`config.mk`:
```
export PLATFORM = sky130hd
export DESIGN_NAME = bfm3_dp
export DESIGN_NICKNAME = d
export VERILOG_FILES = /design/src/rtl/bfm3_pkg.sv /design/src/rtl/bfm3_dp.sv
export SDC_FILE = /design/constraint.sdc
export NUM_CORES = 2
export LEC_CHECK = 0
export ABC_CLOCK_PERIOD_IN_PS = 11400
export BUFFER_PORTS_ARGS = -buffer_cell sky130_fd_sc_hd__clkbuf_2
export CORE_ASPECT_RATIO = 0.75
export CORE_UTILIZATION = 52
export CTS_BUF_LIST = sky130_fd_sc_hd__clkbuf_16
export CTS_CLUSTER_DIAMETER = 50
export DETAILED_ROUTE_END_ITERATION = 10
export PLACE_DENSITY = 0.71
export SYNTH_ARGS = -nofsm -noshare
export SYNTH_HDL_FRONTEND = slang
export SYNTH_SLANG_ARGS = --single-unit
```
`constraint.sdc`:
```
create_clock -name clk -period 11.4 [get_ports clk]
set_input_delay 2.85 -clock clk [delete_from_list [all_inputs] [get_ports clk]]
set_output_delay 2.85 -clock clk [all_outputs]
set_load 0.01 [all_outputs]
```
`src/rtl/bfm3_pkg.sv`:
```
`default_nettype none

package bfm3_pkg;

  // Filter geometry. The filter size is taken to be a power of two, so that
  // the modulo on a finished hash is a plain mask of its low bits.
  localparam int FILTER_BITS = 8192;
  localparam int HASH_COUNT  = 3;
  localparam int STORE_BYTES = (FILTER_BITS + 7) / 8;
  localparam int ADDR_W      = (STORE_BYTES > 1) ? $clog2(STORE_BYTES) : 1;
  localparam int BIT_W       = $clog2(FILTER_BITS);
  localparam int LANE_W      = (HASH_COUNT > 1) ? $clog2(HASH_COUNT) : 1;

  // Field widths fixed by the interface.
  localparam int IDX_W = 10;

  // Hash constants.
  localparam logic [31:0] SEED_BASE = 32'hbc9f1d34;
  localparam logic [31:0] MIX_C1    = 32'hcc9e2d51;
  localparam logic [31:0] MIX_C2    = 32'h1b873593;
  localparam logic [31:0] MIX_ADD   = 32'he6546b64;
  localparam logic [31:0] FIN_M1    = 32'h85ebca6b;
  localparam logic [31:0] FIN_M2    = 32'hc2b2ae35;

  // Operation codes of an input beat.
  localparam logic [1:0] OP_INSERT = 2'd0;
  localparam logic [1:0] OP_QUERY  = 2'd1;
  localparam logic [1:0] OP_WRITE  = 2'd2;
  localparam logic [1:0] OP_READ   = 2'd3;

  // Result kinds.
  localparam logic KIND_QUERY = 1'b0;
  localparam logic KIND_READ  = 1'b1;

  typedef struct packed {
    logic [1:0]       op;
    logic [7:0]       key_byte;
    logic             last_byte;
    logic [IDX_W-1:0] byte_index;
    logic [7:0]       write_value;
  } in_beat_t;

  typedef struct packed {
    logic       result_kind;
    logic       present;
    logic [7:0] read_value;
  } out_beat_t;

  // Commands from the controller to the datapath.
  typedef enum logic [3:0] {
    DP_NOP,
    DP_CAPTURE,
    DP_CLEAR_STEP,
    DP_STORE_WR,
    DP_STORE_RD,
    DP_EMIT_READ,
    DP_ABSORB,
    DP_SCR_A,
    DP_SCR_B,
    DP_ROUND,
    DP_FIN_A,
    DP_FIN_B,
    DP_ADDR,
    DP_BIT_RD,
    DP_BIT_UPD,
    DP_FINISH
  } dp_op_e;

  typedef struct packed {
    dp_op_e            op;
    logic [LANE_W-1:0] lane;
  } dp_cmd_t;

  typedef struct packed {
    logic clr_last;    // clearing pass is at the final store byte
    logic block_fill;  // the byte being absorbed completes a block
    logic tail;        // a partial block is pending
    logic last_byte;   // captured beat ends its key
  } dp_stat_t;

  typedef struct packed {
    logic              we;
    logic [ADDR_W-1:0] addr;
    logic [7:0]        wdata;
  } mem_req_t;

  function automatic logic [31:0] rotl32(input logic [31:0] x, input int r);
    return (x << r) | (x >> (32 - r));
  endfunction

endpackage

`default_nettype wire

```
`src/rtl/bfm3_dp.sv`:
```
`default_nettype none

module bfm3_dp (
  input  wire logic               clk,
  input  wire logic               rst_n,
  input  wire bfm3_pkg::in_beat_t in_beat,
  input  wire bfm3_pkg::dp_cmd_t  cmd,
  output bfm3_pkg::dp_stat_t      stat,
  output bfm3_pkg::mem_req_t      mem_req,
  input  wire logic [7:0]         mem_rdata,
  output logic                    out_strobe,
  output bfm3_pkg::out_beat_t     out_beat
);
  import bfm3_pkg::*;

  in_beat_t          beat_r;
  logic [31:0]       acc_r [HASH_COUNT];
  logic [31:0]       bw_r;
  logic [31:0]       len_r;
  logic [31:0]       p_r;
  logic [31:0]       k_r;
  logic [BIT_W-1:0]  bit_r;
  logic              all_r;
  logic [ADDR_W-1:0] clr_r;
  logic              out_strobe_r;
  out_beat_t         out_r;

  logic [31:0] mul_a;
  logic [31:0] mul_b;
  logic [31:0] prod;
  logic [31:0] tail_k;
  logic [31:0] fin_in;
  logic        idx_ok;
  logic [7:0]  mask;

  assign idx_ok = {1'b0, beat_r.byte_index} < (IDX_W + 1)'(STORE_BYTES);
  assign tail_k = stat.tail ? k_r : 32'd0;
  assign fin_in = acc_r[cmd.lane] ^ tail_k ^ len_r;
  assign mask   = 8'd1 << bit_r[2:0];

  assign stat.clr_last   = clr_r == ADDR_W'(STORE_BYTES - 1);
  assign stat.block_fill = len_r[1:0] == 2'b11;
  assign stat.tail       = len_r[1:0] != 2'b00;
  assign stat.last_byte  = beat_r.last_byte;

  // One shared multiplier, low 32 bits of the product.
  always_comb begin
    mul_a = 32'd0;
    mul_b = 32'd0;
    case (cmd.op)
      DP_SCR_A: begin
        mul_a = bw_r;
        mul_b = MIX_C1;
      end
      DP_SCR_B: begin
        mul_a = rotl32(p_r, 15);
        mul_b = MIX_C2;
      end
      DP_FIN_A: begin
        mul_a = fin_in ^ (fin_in >> 16);
        mul_b = FIN_M1;
      end
      DP_FIN_B: begin
        mul_a = p_r ^ (p_r >> 13);
        mul_b = FIN_M2;
      end
      default: begin
        mul_a = 32'd0;
        mul_b = 32'd0;
      end
    endcase
  end

  assign prod = mul_a * mul_b;

  always_comb begin
    mem_req.we    = 1'b0;
    mem_req.addr  = ADDR_W'(beat_r.byte_index);
    mem_req.wdata = beat_r.write_value;
    case (cmd.op)
      DP_CLEAR_STEP: begin
        mem_req.we    = 1'b1;
        mem_req.addr  = clr_r;
        mem_req.wdata = 8'd0;
      end
      DP_STORE_WR: begin
        mem_req.we = idx_ok;
      end
      DP_BIT_RD: begin
        mem_req.addr = ADDR_W'(bit_r >> 3);
      end
      DP_BIT_UPD: begin
        mem_req.addr  = ADDR_W'(bit_r >> 3);
        mem_req.we    = beat_r.op == OP_INSERT;
        mem_req.wdata = mem_rdata | mask;
      end
      default: begin
        mem_req.we = 1'b0;
      end
    endcase
  end

  always_ff @(posedge clk) begin
    if (!rst_n) begin
      for (int i = 0; i < HASH_COUNT; i++) begin
        acc_r[i] <= SEED_BASE + 32'(i);
      end
      bw_r         <= 32'd0;
      len_r        <= 32'd0;
      all_r        <= 1'b1;
      clr_r        <= '0;
      out_strobe_r <= 1'b0;
    end else begin
      out_strobe_r <= 1'b0;
      case (cmd.op)
        DP_CAPTURE: begin
          beat_r <= in_beat;
        end
        DP_CLEAR_STEP: begin
          clr_r <= clr_r + ADDR_W'(1);
        end
        DP_EMIT_READ: begin
          out_strobe_r <= 1'b1;
          out_r        <= '{result_kind: KIND_READ, present: 1'b0,
                            read_value: idx_ok ? mem_rdata : 8'd0};
        end
        DP_ABSORB: begin
          bw_r  <= bw_r | (32'(beat_r.key_byte) << {len_r[1:0], 3'b000});
          len_r <= len_r + 32'd1;
        end
        DP_SCR_A: begin
          p_r <= prod;
        end
        DP_SCR_B: begin
          k_r <= prod;
        end
        DP_ROUND: begin
          // All lanes take the same scrambled block in one step.
          for (int i = 0; i < HASH_COUNT; i++) begin
            acc_r[i] <= (rotl32(acc_r[i] ^ k_r, 13) << 2)
                        + rotl32(acc_r[i] ^ k_r, 13) + MIX_ADD;
          end
          bw_r <= 32'd0;
        end
        DP_FIN_A, DP_FIN_B: begin
          p_r <= prod;
        end
        DP_ADDR: begin
          bit_r <= BIT_W'(p_r ^ (p_r >> 16));
        end
        DP_BIT_UPD: begin
          all_r <= all_r & mem_rdata[bit_r[2:0]];
        end
        DP_FINISH: begin
          for (int i = 0; i < HASH_COUNT; i++) begin
            acc_r[i] <= SEED_BASE + 32'(i);
          end
          bw_r         <= 32'd0;
          len_r        <= 32'd0;
          all_r        <= 1'b1;
          out_strobe_r <= beat_r.op == OP_QUERY;
          out_r        <= '{result_kind: KIND_QUERY, present: all_r,
                            read_value: 8'd0};
        end
        default: begin
          out_strobe_r <= 1'b0;
        end
      endcase
    end
  end

  assign out_strobe = out_strobe_r;
  assign out_beat   = out_r;

endmodule

`default_nettype wire

```
==> results.txt <==
----------------------------------------------------
[Detailed routing]
  DRT Pass-1 Iters ... 8
  Avg Vias per Cell ... 5.68
  Vias ... approximately 26000
  Number of nets still failing antenna checks after routing ... 0
  Wire length per cell ... 28.1 um
  Number of design rule violations left after detail routing ... 0
  Final routed wirelength across all metal layers ... 130 mm
  Drt initial violations ... 3174

[Critical path]
  Worst setup path class ... input port to register
  CP max stage delay ... ~0.53 ns
  WP data required ... 11.73 ns
  Kind of end point of the critical path ... register
  CP Data Arrival Time ... between 10 and 15 ns
  Startpoint Class ... input port
  Crit-path slowest cell ... fa_1
  Worst Path Max Fanout ... 14

[Run status]
  Run status ... completed

[Job]
  Number of maximum-capacitance constraint violations ... 0

[STA]
  Period minus WS final ... 11.03 ns
  Number of hold violations in the final report ... 0
  Hold slack final ... 0.483 ns
  Skew final ... 0.0269 ns
  Max transition margin ... 22.8%
  Finish-stage setup viols ... 0
  RSZ-0062 raised after global routing ... no
  Count of pins over their slew limit ... 0
  Actual slew at the worst max-slew pin ... 1.15 ns
  Fin crit share ... between 90 and 100%
  Top achievable clock speed ... 90.7 MHz

[Yosys]
  Basic-gate share of the synthesized area counting and, or, nand and nor cells ... 10.7%
  Total of flip-flops plus latches after synthesis ... 288
  Post-synth EDFFs ... 212
  Synth Area per Inst ... 9.56 um^2
  Total of warnings raised by yosys ... 0
  Area fraction in compound gates after synthesis ... 8.54%
  Top flip-flop cell by instance count after synthesis ... edfxtp_1
  Number of cells produced by synthesis ... 3470
  Main combinational cell family by area after synthesis ... adder cells
  Sequential element share of the synthesized area ... between 20% and 30%
  Async S/R FF share, synth ... 0%
  Number of distinct standard cells referenced by the synthesized netlist ... 70
  Synth Area in Adders ... 35.9%
  Mux share of post-synthesis cell area ... 1.22%
  Synthesized netlist net count ... 4220
  Mapped cell area ... around 0.033 mm^2
  Parity-gate share of the synthesized area counting xor and xnor cells ... 10.5%

[Placed design]
  Routability congestion estimate ... 1.11
  Post-detail-place hpwl ... 112 mm
  Count of port buffers added during placement ... slightly below 80
  Cell Count Post-Placement ... 4569

[Clock network]
  PostCTS Resize Cnt ... 0
  Level count of the clock H-tree ... 1
  Number of clock sinks seen by CTS ... between 200 and 300
  CTS tree ... yes
  Number of buffers added to fix hold violations after cts ... 0
  Number of CTS-inserted buffers ... 31
  Number of post-CTS setup repair buffers ... 0
  Root Buffer Master ... clkbuf_16
  Largest buffer count on any clock path ... 3
  Clock latency reported for the late side of the worst-skew pair ... roughly 0.60 ns
  CTS clk-pin slew, worst paths ... 0.06 ns

[Hold path]
  Class of the tightest hold or removal check ... register to register

[Final layout]
  Count of fill cells added during filler insertion ... approximately 5600
  Antenna diodes ... 0
  Fraction of layout cells with a size suffix above 1 ... roughly 11%
  Final std cells w/o fill ... 4626
  Area growth syn-to-layout ... 12.2%
  Final Net Count ... 4502

[Global route]
  Number of global-route vias before repair ... 25500
  Total global routing overflow ... 0
  Pin count of the biggest net entering global routing ... 71
  Global-route usage over all layers ... between 40% and 50%
  First-pass GRT wire length ... 183 mm
  Number of antenna violations at the first check in global routing ... 1

[Die]
  Die span in x ... 294 um
  Area enclosed by the die boundary ... 0.0648 mm^2
  FP Rows ... 79
  Die Y-Extent ... 221 um
  CORE AREA ... 0.0626 mm^2
  I/O pin total ... 79
  Initial Util ... around 53%

[Power]
  Power Dens Cells ... 141 mW/mm^2
  Static Leakage ... 17.9 nW
  IR Drop Worst-Case VDD ... 0.152 mV

----------------------------------------------------
[cell families after synthesis]
group | Yosys count
adder cells (fa/ha/maj) | 705
buffers and inverters | 811
multiplexers | 38
AO/OA/AOI/OAI | 452
AND/OR/NAND/NOR | 785
XOR/XNOR | 391
flip-flops | 288
[layout by cell type, fill, tap and decap left out, drive strengths merged, types with 94 or more instances in the layout]
cell type / instances
nand2: 315
edfxtp: 212
clkbuf: 109
ha: 296
o21ai: 94
fa: 409
a21oi: 159
xnor2: 228
xor2: 160
inv: 750
buf: 241
nor2: 227
[area by class of cell]
class / count / area (um^2) / area share, %
Multi-Input combinational cell: 2371 / 22200 / 59.6
Sequential cell: 288 / 7890 / 21.2
Inverter: 741 / 2780 / 7.47
Timing Repair Buffer: 319 / 2360 / 6.35
Tap cell: 850 / 1060 / 2.86
Clock buffer: 31 / 776 / 2.08
Clock inverter: 26 / 160 / 0.430
[sequential cells by signal (all words and copies together) (netlist names)]
name / count
k_r: 32
stat: 1
bit_r: 13
all_r: 1
beat_r: 28
clr_r: 10
p_r: 32
out_strobe: 1
bw_r: 32
acc_r: 96
out_beat: 10
len_r: 32
[critical path: cells and delay by family]
| family | cells | cell delay (ns) |
|---|---|---|
| buffers and inverters | 7 | 0.97 |
| XOR/XNOR | 12 | 2.80 |
| AND/OR/NAND/NOR | 3 | 0.64 |
| multiplexers | 1 | 0.11 |
| adder cells (fa/ha/maj) | 8 | 3.68 |
| AO/OA/AOI/OAI | 1 | 0.28 |
[Yosys cell counts, types with 8 or more instances]
library cell	number	area, um^2
and2_1	48	300
ha_1	296	3700
a21oi_1	157	786
xor2_1	159	1390
dfxtp_1	76	1520
o21ai_1	8	40.0
and3_1	18	113
clkbuf_1	42	158
nor2b_1	36	225
nand2b_1	30	188
fa_1	409	8190
o21ai_0	86	430
buf_2	13	65.1
a22oi_1	23	173
nand3_1	26	130
nor3_1	26	130
or3_1	16	100
a21o_1	60	450
nand4_1	12	75.1
xnor2_1	228	2000
edfxtp_1	212	6370
o21bai_1	26	195
inv_1	739	2770
o21a_1	21	158
or2_2	11	68.8
nand2_1	311	1170
nor2_1	224	841
a31oi_1	17	106
mux2i_1	36	360
[report_power, final]
part	total, mW	internal [mW]	switching [mW]
Combinational	2.88	1.22	1.66
Clock	0.953	0.499	0.453
Sequential	1.41	1.28	0.135
[through the flow]
stage	area, um^2	setup WS [ns]	util [%]	setup TNS (ns)	total power, mW
final	37200	0.369	59.5	0	5.24
after global routing	37200	0.170	59.5	0	5.53
after CTS	37200	0.507	59.5	0	5.17
after detailed placement	36300	-0.0631	58.0	-0.126	4.20
after global placement	36300	0.0235	58.0	0	4.18
after floorplan	33200	0.134	-	0	3.10
[worst paths after layout]
kind                                            start                    to  slack, ns  depth (start not counted)
worst min-delay path             bw_r[5]$_SDFFE_PN0P_  bw_r[5]$_SDFFE_PN0P_       0.48                          2
worst min register to register   bw_r[5]$_SDFFE_PN0P_  bw_r[5]$_SDFFE_PN0P_       0.48                          2
worst max register to register  len_r[0]$_SDFFE_PN0P_     p_r[31]$_DFFE_PP_       1.41                         32
worst max-delay path                           cmd[0]     p_r[31]$_DFFE_PP_       0.37                         32
[per-layer routing]
metal  wire, um  global-route usage [%]  vias to the layer above
li1           -                       -                    11500
met1      58400                    61.7                    12900
met2      45200                    49.1                     1701
met3      24000                    23.2                      127
met4       1980                    5.82                        8
met5        413                    4.66                        -
Power figures use the tool's default switching activity.
