`src/rtl/bfm3_pkg.sv`:
```
`default_nettype none

package bfm3_pkg;

  // Filter geometry. The filter size is taken to be a power of two, so that
  // the modulo on a finished hash is a plain mask of its low bits.
  localparam int FILTER_BITS = 8192;
  localparam int HASH_COUNT  = 3;
  localparam int STORE_BYTES = (FILTER_BITS + 7) / 8;
  localparam int ADDR_W      = (STORE_BYTES > 1) ? $clog2(STORE_BYTES) : 1;
  localparam int BIT_W       = $clog2(FILTER_BITS);
  localparam int LANE_W      = (HASH_COUNT > 1) ? $clog2(HASH_COUNT) : 1;

  // Field widths fixed by the interface.
  localparam int IDX_W = 10;

  // Hash constants.
  localparam logic [31:0] SEED_BASE = 32'hbc9f1d34;
  localparam logic [31:0] MIX_C1    = 32'hcc9e2d51;
  localparam logic [31:0] MIX_C2    = 32'h1b873593;
  localparam logic [31:0] MIX_ADD   = 32'he6546b64;
  localparam logic [31:0] FIN_M1    = 32'h85ebca6b;
  localparam logic [31:0] FIN_M2    = 32'hc2b2ae35;

  // Operation codes of an input beat.
  localparam logic [1:0] OP_INSERT = 2'd0;
  localparam logic [1:0] OP_QUERY  = 2'd1;
  localparam logic [1:0] OP_WRITE  = 2'd2;
  localparam logic [1:0] OP_READ   = 2'd3;

  // Result kinds.
  localparam logic KIND_QUERY = 1'b0;
  localparam logic KIND_READ  = 1'b1;

  typedef struct packed {
    logic [1:0]       op;
    logic [7:0]       key_byte;
    logic             last_byte;
    logic [IDX_W-1:0] byte_index;
    logic [7:0]       write_value;
  } in_beat_t;

  typedef struct packed {
    logic       result_kind;
    logic       present;
    logic [7:0] read_value;
  } out_beat_t;

  // Commands from the controller to the datapath.
  typedef enum logic [3:0] {
    DP_NOP,
    DP_CAPTURE,
    DP_CLEAR_STEP,
    DP_STORE_WR,
    DP_STORE_RD,
    DP_EMIT_READ,
    DP_ABSORB,
    DP_SCR_A,
    DP_SCR_B,
    DP_ROUND,
    DP_FIN_A,
    DP_FIN_B,
    DP_ADDR,
    DP_BIT_RD,
    DP_BIT_UPD,
    DP_FINISH
  } dp_op_e;

  typedef struct packed {
    dp_op_e            op;
    logic [LANE_W-1:0] lane;
  } dp_cmd_t;

  typedef struct packed {
    logic clr_last;    // clearing pass is at the final store byte
    logic block_fill;  // the byte being absorbed completes a block
    logic tail;        // a partial block is pending
    logic last_byte;   // captured beat ends its key
  } dp_stat_t;

  typedef struct packed {
    logic              we;
    logic [ADDR_W-1:0] addr;
    logic [7:0]        wdata;
  } mem_req_t;

  function automatic logic [31:0] rotl32(input logic [31:0] x, input int r);
    return (x << r) | (x >> (32 - r));
  endfunction

endpackage

`default_nettype wire

```
`src/rtl/bfm3_ctrl.sv`:
```
`default_nettype none

module bfm3_ctrl (
  input  wire logic              clk,
  input  wire logic              rst_n,
  input  wire logic              start,
  input  wire logic [1:0]        in_op,
  input  wire bfm3_pkg::dp_stat_t stat,
  output bfm3_pkg::dp_cmd_t      cmd,
  output logic                   busy
);
  import bfm3_pkg::*;

  typedef enum logic [3:0] {
    S_CLEAR,
    S_IDLE,
    S_WRITE,
    S_READ,
    S_READ_OUT,
    S_ABSORB,
    S_SCR_A,
    S_SCR_B,
    S_ROUND,
    S_FIN_A,
    S_FIN_B,
    S_ADDR,
    S_BIT_RD,
    S_BIT_UPD,
    S_FINISH
  } state_e;

  localparam logic [LANE_W-1:0] LAST_LANE = LANE_W'(HASH_COUNT - 1);

  state_e            state_r;
  state_e            state_nxt;
  logic [LANE_W-1:0] lane_r;
  logic [LANE_W-1:0] lane_nxt;

  always_comb begin
    state_nxt = state_r;
    lane_nxt  = lane_r;
    cmd.op    = DP_NOP;
    cmd.lane  = lane_r;
    case (state_r)
      S_CLEAR: begin
        cmd.op = DP_CLEAR_STEP;
        if (stat.clr_last) begin
          state_nxt = S_IDLE;
        end
      end
      S_IDLE: begin
        if (start) begin
          cmd.op = DP_CAPTURE;
          case (in_op)
            OP_WRITE: state_nxt = S_WRITE;
            OP_READ:  state_nxt = S_READ;
            default:  state_nxt = S_ABSORB;
          endcase
        end
      end
      S_WRITE: begin
        cmd.op    = DP_STORE_WR;
        state_nxt = S_IDLE;
      end
      S_READ: begin
        cmd.op    = DP_STORE_RD;
        state_nxt = S_READ_OUT;
      end
      S_READ_OUT: begin
        cmd.op    = DP_EMIT_READ;
        state_nxt = S_IDLE;
      end
      S_ABSORB: begin
        cmd.op    = DP_ABSORB;
        state_nxt = (stat.block_fill || stat.last_byte) ? S_SCR_A : S_IDLE;
      end
      S_SCR_A: begin
        cmd.op    = DP_SCR_A;
        state_nxt = S_SCR_B;
      end
      S_SCR_B: begin
        // A partial block here is the tail, which goes straight to finishing.
        cmd.op    = DP_SCR_B;
        state_nxt = stat.tail ? S_FIN_A : S_ROUND;
      end
      S_ROUND: begin
        cmd.op    = DP_ROUND;
        state_nxt = stat.last_byte ? S_FIN_A : S_IDLE;
      end
      S_FIN_A: begin
        cmd.op    = DP_FIN_A;
        state_nxt = S_FIN_B;
      end
      S_FIN_B: begin
        cmd.op    = DP_FIN_B;
        state_nxt = S_ADDR;
      end
      S_ADDR: begin
        cmd.op    = DP_ADDR;
        state_nxt = S_BIT_RD;
      end
      S_BIT_RD: begin
        cmd.op    = DP_BIT_RD;
        state_nxt = S_BIT_UPD;
      end
      S_BIT_UPD: begin
        cmd.op = DP_BIT_UPD;
        if (lane_r == LAST_LANE) begin
          lane_nxt  = '0;
          state_nxt = S_FINISH;
        end else begin
          lane_nxt  = lane_r + LANE_W'(1);
          state_nxt = S_FIN_A;
        end
      end
      S_FINISH: begin
        cmd.op    = DP_FINISH;
        state_nxt = S_IDLE;
      end
      default: begin
        state_nxt = S_IDLE;
      end
    endcase
  end

  always_ff @(posedge clk) begin
    if (!rst_n) begin
      state_r <= S_CLEAR;
      lane_r  <= '0;
    end else begin
      state_r <= state_nxt;
      lane_r  <= lane_nxt;
    end
  end

  assign busy = state_r != S_IDLE;

`ifndef NO_ASSERTIONS
  a_accept_busy: assert property (@(posedge clk) disable iff (!rst_n)
    start && !busy |=> busy)
    else $error("accepted beat did not make the block busy");

  a_lane_range: assert property (@(posedge clk) disable iff (!rst_n)
    {1'b0, lane_r} < (LANE_W + 1)'(HASH_COUNT))
    else $error("lane index beyond hash count");

  a_idle_lane: assert property (@(posedge clk) disable iff (!rst_n)
    state_r == S_IDLE |-> lane_r == '0)
    else $error("lane index not rewound between keys");

  a_lane_step: assert property (@(posedge clk) disable iff (!rst_n)
    state_r == S_BIT_UPD && lane_r != LAST_LANE |=>
      state_r == S_FIN_A && lane_r == $past(lane_r) + LANE_W'(1))
    else $error("lane sequence skipped or repeated");
`endif

endmodule

`default_nettype wire

```
`config.mk`:
```
export PLATFORM = sky130hd
export DESIGN_NAME = bfm3_ctrl
export DESIGN_NICKNAME = d
export VERILOG_FILES = /design/src/rtl/bfm3_pkg.sv /design/src/rtl/bfm3_ctrl.sv
export SDC_FILE = /design/constraint.sdc
export NUM_CORES = 1
export LEC_CHECK = 0
export ABC_AREA = 1
export BUFFER_PORTS_ARGS = -buffer_cell sky130_fd_sc_hd__buf_2
export CAP_MARGIN = 20
export CORE_UTILIZATION = 30
export CTS_CLUSTER_DIAMETER = 120
export CTS_CLUSTER_SIZE = 30
export DETAILED_ROUTE_END_ITERATION = 8
export REMOVE_ABC_BUFFERS = 1
export SLEW_MARGIN = 30
export SYNTH_ARGS = -nofsm -noshare
export SYNTH_HDL_FRONTEND = slang
export SYNTH_SLANG_ARGS = --single-unit
export TNS_END_PERCENT = 20
```
`constraint.sdc`:
```
create_clock -name clk -period 2.5 [get_ports clk]
set_clock_uncertainty 0.15 [all_clocks]
set_input_delay 0 -clock clk [delete_from_list [all_inputs] [get_ports clk]]
set_output_delay 0 -clock clk [all_outputs]
set_load 0.1 [all_outputs]
```
==> impl_metrics.py, run 1 <==
metrics = {
    "synthesis": {
        "synth-xor-area-share": 0,
        "synth_top_family_by_area": "simple AND/OR/NAND/NOR gates",
        "synth_area_leaders": "dfxtp_1 23%, nand2_1 18%, nand3_1 13%, inv_1 10%, nor2_1 10%",
        "syn_avg_cell_area_um2": 5.47,
        "syn_inst": 94,
        "muxShareOfSynthArea": 0,
        "netlist_area_um2": 514,
        "ys_ff_latch": 6,
        "synthAdderAreaFrac": 0,
        "yosys.area.top_type": "dfxtp_1",
        "yosys_warnings": 0,
        "synth_compound_area_frac": 0.139,
        "yosysTopAreaCellShare": 0.234,
        "ys_types": 17,
        "yosys.area_share.simple": 0.496,
        "yosysSeqAreaShare": 0.234,
    },
    "status": {
        "status": "finished clean",
    },
    "floorplanning": {
        "initial_core_util": 0.330,
        "die-area_um2": 1880,
        "fp.coreArea_um2": 1560,
        "io-pin-count": 16,
        "die_y_um": 43.4,
        "num_rows": 14,
        "die_w_um": 43.4,
    },
    "place": {
        "hpwlAfterDp_um": 1000,
        "numPortBuffers": 15,
        "place.gp.congestion": 0.759,
        "placed_cells": 124,
    },
    "power_and_ir_drop": {
        "p_leak_nw": 0.367,
        "ir_drop_mv": 0.269,
        "p_total_uw": 276,
        "pwr_density_cell_nw_per_um2": 429,
    },
    "setup_path": {
        "cpMaxStageDelayCell": "dfxtp_1",
        "startpoint_type": "flop",
        "cp_cell_sequence": "inv_1, nor2_2, nand2_1, o21ai_0, buf_2",
        "criticalPathCategory": "flop to output port",
        "cp_max_fo": 9,
        "worst-path-buf-inv": 2,
        "critPathArrivalTime_ps": 1750,
        "endpoint_kind": "output port",
        "crit_family": "buffers and inverters",
        "required_ps": 2350,
        "crit_path_max_incr_delay_ps": 480,
    },
    "clocking": {
        "cts.root.buffer_cell": "clkbuf_4",
        "cts.sinks": 6,
        "numCtsBuffers": 3,
        "clock_latency_ps": 240,
        "cts_setup_buffers": 0,
        "cts_tree": "yes",
        "htree_levels": 1,
        "ctsHoldBuffers": 2,
        "cts.clk_slew.worst_paths_ps": 40,
        "clock_path_buffers": 2,
        "ctsResizeCount": 0,
    },
    "finish": {
        "layout_common_cells": "25 x nand2_1, 15 x buf_2, 14 x inv_1, 14 x nor2_1, 13 x nand3_1",
        "mostFrequentLayoutCell": "nand2_1",
        "final_core_util": 0.413,
        "fin_nets": 124,
        "drive_above_1_share": 0.221,
        "fin_cells": 129,
        "diodes": 0,
        "syn2layout_area_growth_pct": 25.3,
    },
    "sta": {
        "fmax_mhz": 528,
        "rsz0062_at_grt": "no",
        "fin_tns_setup_ps": 0,
        "finalCriticalPeriod_ps": 1900,
        "maxSlewHeadroom": 0.679,
        "worstMarginPinSlew_ps": 486,
        "setup_violations": 0,
        "finalHoldViolCount": 0,
        "slew_viol_final": 0,
        "fin_crit_sh": 0.758,
    },
    "worst_hold_path": {
        "min_path_type": "primary input to flop",
    },
    "drt": {
        "drc": 0,
        "wirelength_um": 1280,
        "vias": 630,
        "wl_per_cell_um": 9.88,
        "via_per_inst": 4.88,
        "drtPass1Iterations": 4,
        "drtIter0Drc": 12,
        "ant_nets": 0,
    },
    "job": {
        "cap_viol_max_count": 0,
    },
    "grt": {
        "antenna_found_initial": 0,
        "grt_pass1_wl_um": 2280,
        "grt_pass1_vias": 565,
        "grt.overflow.total": 0,
        "grt_max_degree": 10,
        "track_usage": 0.160,
    },
}
## cell usage after synthesis
cell	instances
nand2_1	25
inv_1	14
nor2_1	14
nand3_1	13
o21ai_0	7
dfxtp_1	6
nor2_2	3
a21oi_1	2
inv_2	2
buf_4	1
nand2_2	1
nand3b_1	1
nand4_1	1
nor3_1	1
o211a_1	1
o211ai_1	1
o21ai_2	1
## area by class of cell
type                       count  area [µm²]
fill                         172         915
multi-input combinational     71         327
sequential                     6         120
timing repair buffer          17        95.1
inverter                      16        60.1
clock buffer                   3        22.5
tap                           16        20.0
## worst paths after layout
kind / start / end / slack [ps] / depth (start not counted)
min reg2reg: lane_r[0] / lane_r[0] / 350 / 2
max: state_r[0] / cmd[2] / 600 / 5
min: stat[3] / state_r[0] / 10 / 6
max reg2reg: state_r[0] / state_r[3] / 610 / 8
## state kept, by name, indices dropped and copies added (netlist names)
signal   flops
lane_r       2
state_r      4
## worst register-to-register path, cell delays in order (launching register included)
cell and delay (ps):
dfxtp_1 480, nor2_1 130, nand2_1 100, inv_1 40
nor2_1 130, nand4_1 110, nand2_1 70, dlygate4sd3_1 550
inv_1 40
## layer usage
layer  up-vias  GRT usage  part of all wire
met4         0     0.0688                 0
met1       273      0.212              0.48
li1        339          -                 -
met5         -          0                 0
met3         0     0.0375             0.053
met2        18      0.248              0.46
## logic make-up (layout without fill, tap and decap cells)
logic type | count (synthesis) | in the layout
AO/OA/AOI/OAI | 12 | 12
AND/OR/NAND/NOR | 59 | 59
flip-flops | 6 | 6
buffers and inverters | 17 | 36
## report_power, final
part           total (mW)  switching (mW)  internal [mW]  leakage (nW)
combinational      0.0853          0.0649         0.0204         0.305
sequential          0.103         0.00456         0.0982        0.0486
clock              0.0880          0.0338         0.0542        0.0138
## through the flow
step	hold slack [ps]	area (µm²)	setup WS (ps)
2_1_floorplan	-52.4	507	-1320
3_3_place_gp	102	602	931
3_5_place_dp	116	602	855
4_1_cts	0.442	644	591
5_1_grt	73.9	644	404
6_report	13.0	644	605
Power figures use the tool's default switching activity.
==> inputs of run 2 (changes only) <==
ABC_AREA = 0   (was 1)
clock period = 1.5 ns   (was 2.5 ns; I/O delays follow)
==> run 2 against run 1 <==
  * Final cell count shrank 19%
  * Die area shrank 10%
  * Clock-buffer cell count is the same
  * Via count shrank 10%
  * Utilization grew 15 points
  * Routed wire length grew 1.6%
  * Largest cell class unchanged
  * Global-route usage grew 0.89 points
  * Non-clock buffer count grew 9
  * Largest power group unchanged
  * Highest routed layer is now met4
  * Sequential share of layout area shrank 1.3 points
  * Register-to-register slack lost 520 ps
  * Synthesized cell count shrank 31%
==> impl_metrics.py, run 2 <==
metrics = {
    "synthesis": {
        "syn_inst": 65,
        "yosysTopAreaCellShare": 0.262,
        "synth_ff_type": "dfxtp_1",
        "yosys_warnings": 0,
        "syn_avg_cell_area_um2": 7.05,
        "yosys.area.top_type": "dfxtp_1",
        "ys_ff_latch": 6,
        "synth_area_leaders": "dfxtp_1 26%, a21oi_1 6.6%, nand2_1 6.6%, xnor2_1 5.7%, nor3_1 4.4%",
        "netlist_area_um2": 458,
        "synth.most_common_cell": "nand2_1",
        "synth-async-reset-ratio": 0,
        "yosysSeqAreaShare": 0.262,
        "synth_edf_count": 0,
        "ys_types": 29,
        "synth_commonest_cells": "8 x nand2_1, 6 x a21oi_1, 6 x dfxtp_1",
    },
    "sta": {
        "slew_viol_final": 0,
        "maxSlewHeadroom": 0.681,
        "fin_tns_setup_ps": 0,
        "rsz0062_at_grt": "yes",
        "worst_slack_ps": 66.0,
        "setup_violations": 0,
        "worstMarginPinSlew_ps": 482,
        "fmax_mhz": 697,
        "fin_crit_sh": 0.956,
        "finalCriticalPeriod_ps": 1430,
        "finalHoldViolCount": 0,
    },
    "clocking": {
        "cts.sinks": 6,
        "clock_latency_ps": 240,
        "numCtsBuffers": 3,
        "htree_levels": 1,
        "clock_path_buffers": 2,
        "cts_tree": "yes",
        "cts.clk_slew.worst_paths_ps": 40,
        "cts.root.buffer_cell": "clkbuf_4",
    },
    "grt": {
        "grt.overflow.total": 0,
        "track_usage": 0.169,
        "grt_pass1_vias": 473,
        "grt_max_degree": 16,
        "grt_pass1_wl_um": 1880,
        "antenna_found_initial": 0,
    },
    "floorplanning": {
        "die-area_um2": 1690,
        "fp.coreArea_um2": 1370,
        "io-pin-count": 16,
        "num_rows": 13,
        "die_y_um": 41.1,
        "initial_core_util": 0.335,
        "die_w_um": 41.1,
    },
    "drt": {
        "drtIter0Drc": 10,
        "via_per_inst": 5.37,
        "vias": 564,
        "wirelength_um": 1300,
        "wl_per_cell_um": 12.3,
        "drtPass1Iterations": 4,
        "ant_nets": 0,
        "drc": 0,
    },
    "setup_path": {
        "cp_num_cells": 4,
        "worst-path-buf-inv": 2,
        "criticalPathCategory": "flop to output port",
        "rrSetupSlack_ps": 90,
        "endpoint_kind": "output port",
        "startpoint_type": "flop",
        "crit_family": "flip-flops",
        "worstReg2RegStart": "state_r[1]",
        "critPathArrivalTime_ps": 1280,
        "r2r-end": "state_r[0]",
        "crit_path_max_incr_delay_ps": 360,
        "cpMaxStageDelayCell": "dfxtp_4",
        "r2r_cells": 4,
        "required_ps": 1350,
        "cp_max_fo": 9,
        "cp_cell_sequence": "buf_6, nand3_1, xnor2_2, buf_12",
    },
    "finish": {
        "n_fill_cell": 143,
        "seq_area_um2": 133,
        "final_core_util": 0.561,
        "fin_cells": 105,
        "layout_common_cells": "10 x buf_2, 8 x nand2_1, 8 x buf_4, 6 x a21oi_1",
        "top_register": "state_r",
        "multi_input_area_um2": 340,
        "design_area_um2": 767,
        "syn2layout_area_growth_pct": 67.5,
        "diodes": 0,
        "fin_nets": 101,
        "reg_top3": "state_r: 4 flops, lane_r: 2 flops",
        "mostFrequentLayoutCell": "buf_2",
        "drive_above_1_share": 0.422,
        "largest_reg_flops": 4,
    },
    "place": {
        "hpwlAfterDp_um": 849,
        "placed_cells": 97,
        "place.gp.congestion": 0.871,
        "postPlaceCellArea_um2": 648,
        "dp_worst_setup_slack_ps": 3.00,
        "numPortBuffers": 15,
    },
    "worst_hold_path": {
        "min_from": "in_op[0]",
        "min_to": "state_r[0]",
        "holdPathStages": 4,
        "min_path_type": "primary input to flop",
    },
    "power_and_ir_drop": {
        "pwr_density_cell_nw_per_um2": 591,
        "p_leak_nw": 0.314,
        "ir_drop_mv": 0.326,
    },
    "status": {
        "status": "finished clean",
    },
    "job": {
        "cap_viol_max_count": 0,
    },
}
==> run 2: changes by cell type in the layout (fill, tap and decap cells not counted), moves of 5 or more <==
| cell | before | now |
|---|---|---|
| buf_12 | 0 | 5 |
| nor2_1 | 14 | 5 |
| nand2_1 | 25 | 8 |
| buf_2 | 15 | 10 |
| buf_4 | 0 | 8 |
| inv_1 | 14 | 2 |
| nand3_1 | 13 | 3 |
==> run 2: worst max-delay path by stage <==
stage                from          to  slack [ps]
3_3_place_gp   state_r[1]  state_r[0]          20
3_5_place_dp   state_r[1]  state_r[0]           3
6_report       state_r[2]      cmd[5]          70
2_1_floorplan  state_r[1]      cmd[2]       -1430
4_1_cts        state_r[1]      cmd[2]         -60
5_1_grt        state_r[2]      cmd[5]         -10
==> run 2: cell families (layout without fill, tap and decap cells) <==
| group | after synthesis | count (layout) | share of synthesized area |
|---|---|---|---|
| flops | 6 | 6 | 0.262 |
| compound gates | 20 | 20 | 0.271 |
| buf+inv | 7 | 32 | 0.0765 |
| xor+xnor | 3 | 3 | 0.0574 |
| simple gates | 29 | 29 | 0.333 |
==> run 2: area by class of cell <==
type                    count  area share
well taps                  15      0.0245
flip-flops and latches      6       0.173
inverters                   3      0.0147
clock buffers               3      0.0294
multi-input cells          52       0.444
repair buffers             26       0.315
==> run 2: what timing repair did <==
item,in CTS,in global routing
pin swaps,0,1
gates cloned,0,0
endpoints found under the hold margin,6,0
gates resized for setup,3,12
hold buffers,2,0
setup buffers,0,3
endpoints found under the setup margin,6,4
==> run 2: worst min-delay path: cells and delay by family <==
family | cells | cell delay, ps
buf+inv | 1 | 70
simple gates | 1 | 90
compound gates | 2 | 240
==> run 2: report_power, final <==
group | total, mW | switching [mW] | internal, mW
clock network | 0.147 | 0.0566 | 0.0904
registers | 0.166 | 0.00708 | 0.159
logic | 0.140 | 0.0814 | 0.0588
==> run 2: layer usage <==
metal	routed length, µm	global-route usage
met4	20	0.100
met5	0	0
met2	667	0.297
met1	545	0.194
met3	62	0.0163
==> run 2: stage by stage <==
step,hold slack [ps],total power [mW]
after detailed placement,122,0.304
after floorplan,-33.8,0.244
after global routing,50.8,0.478
after CTS,41.9,0.460
final,47.0,0.453
after global placement,117,0.303
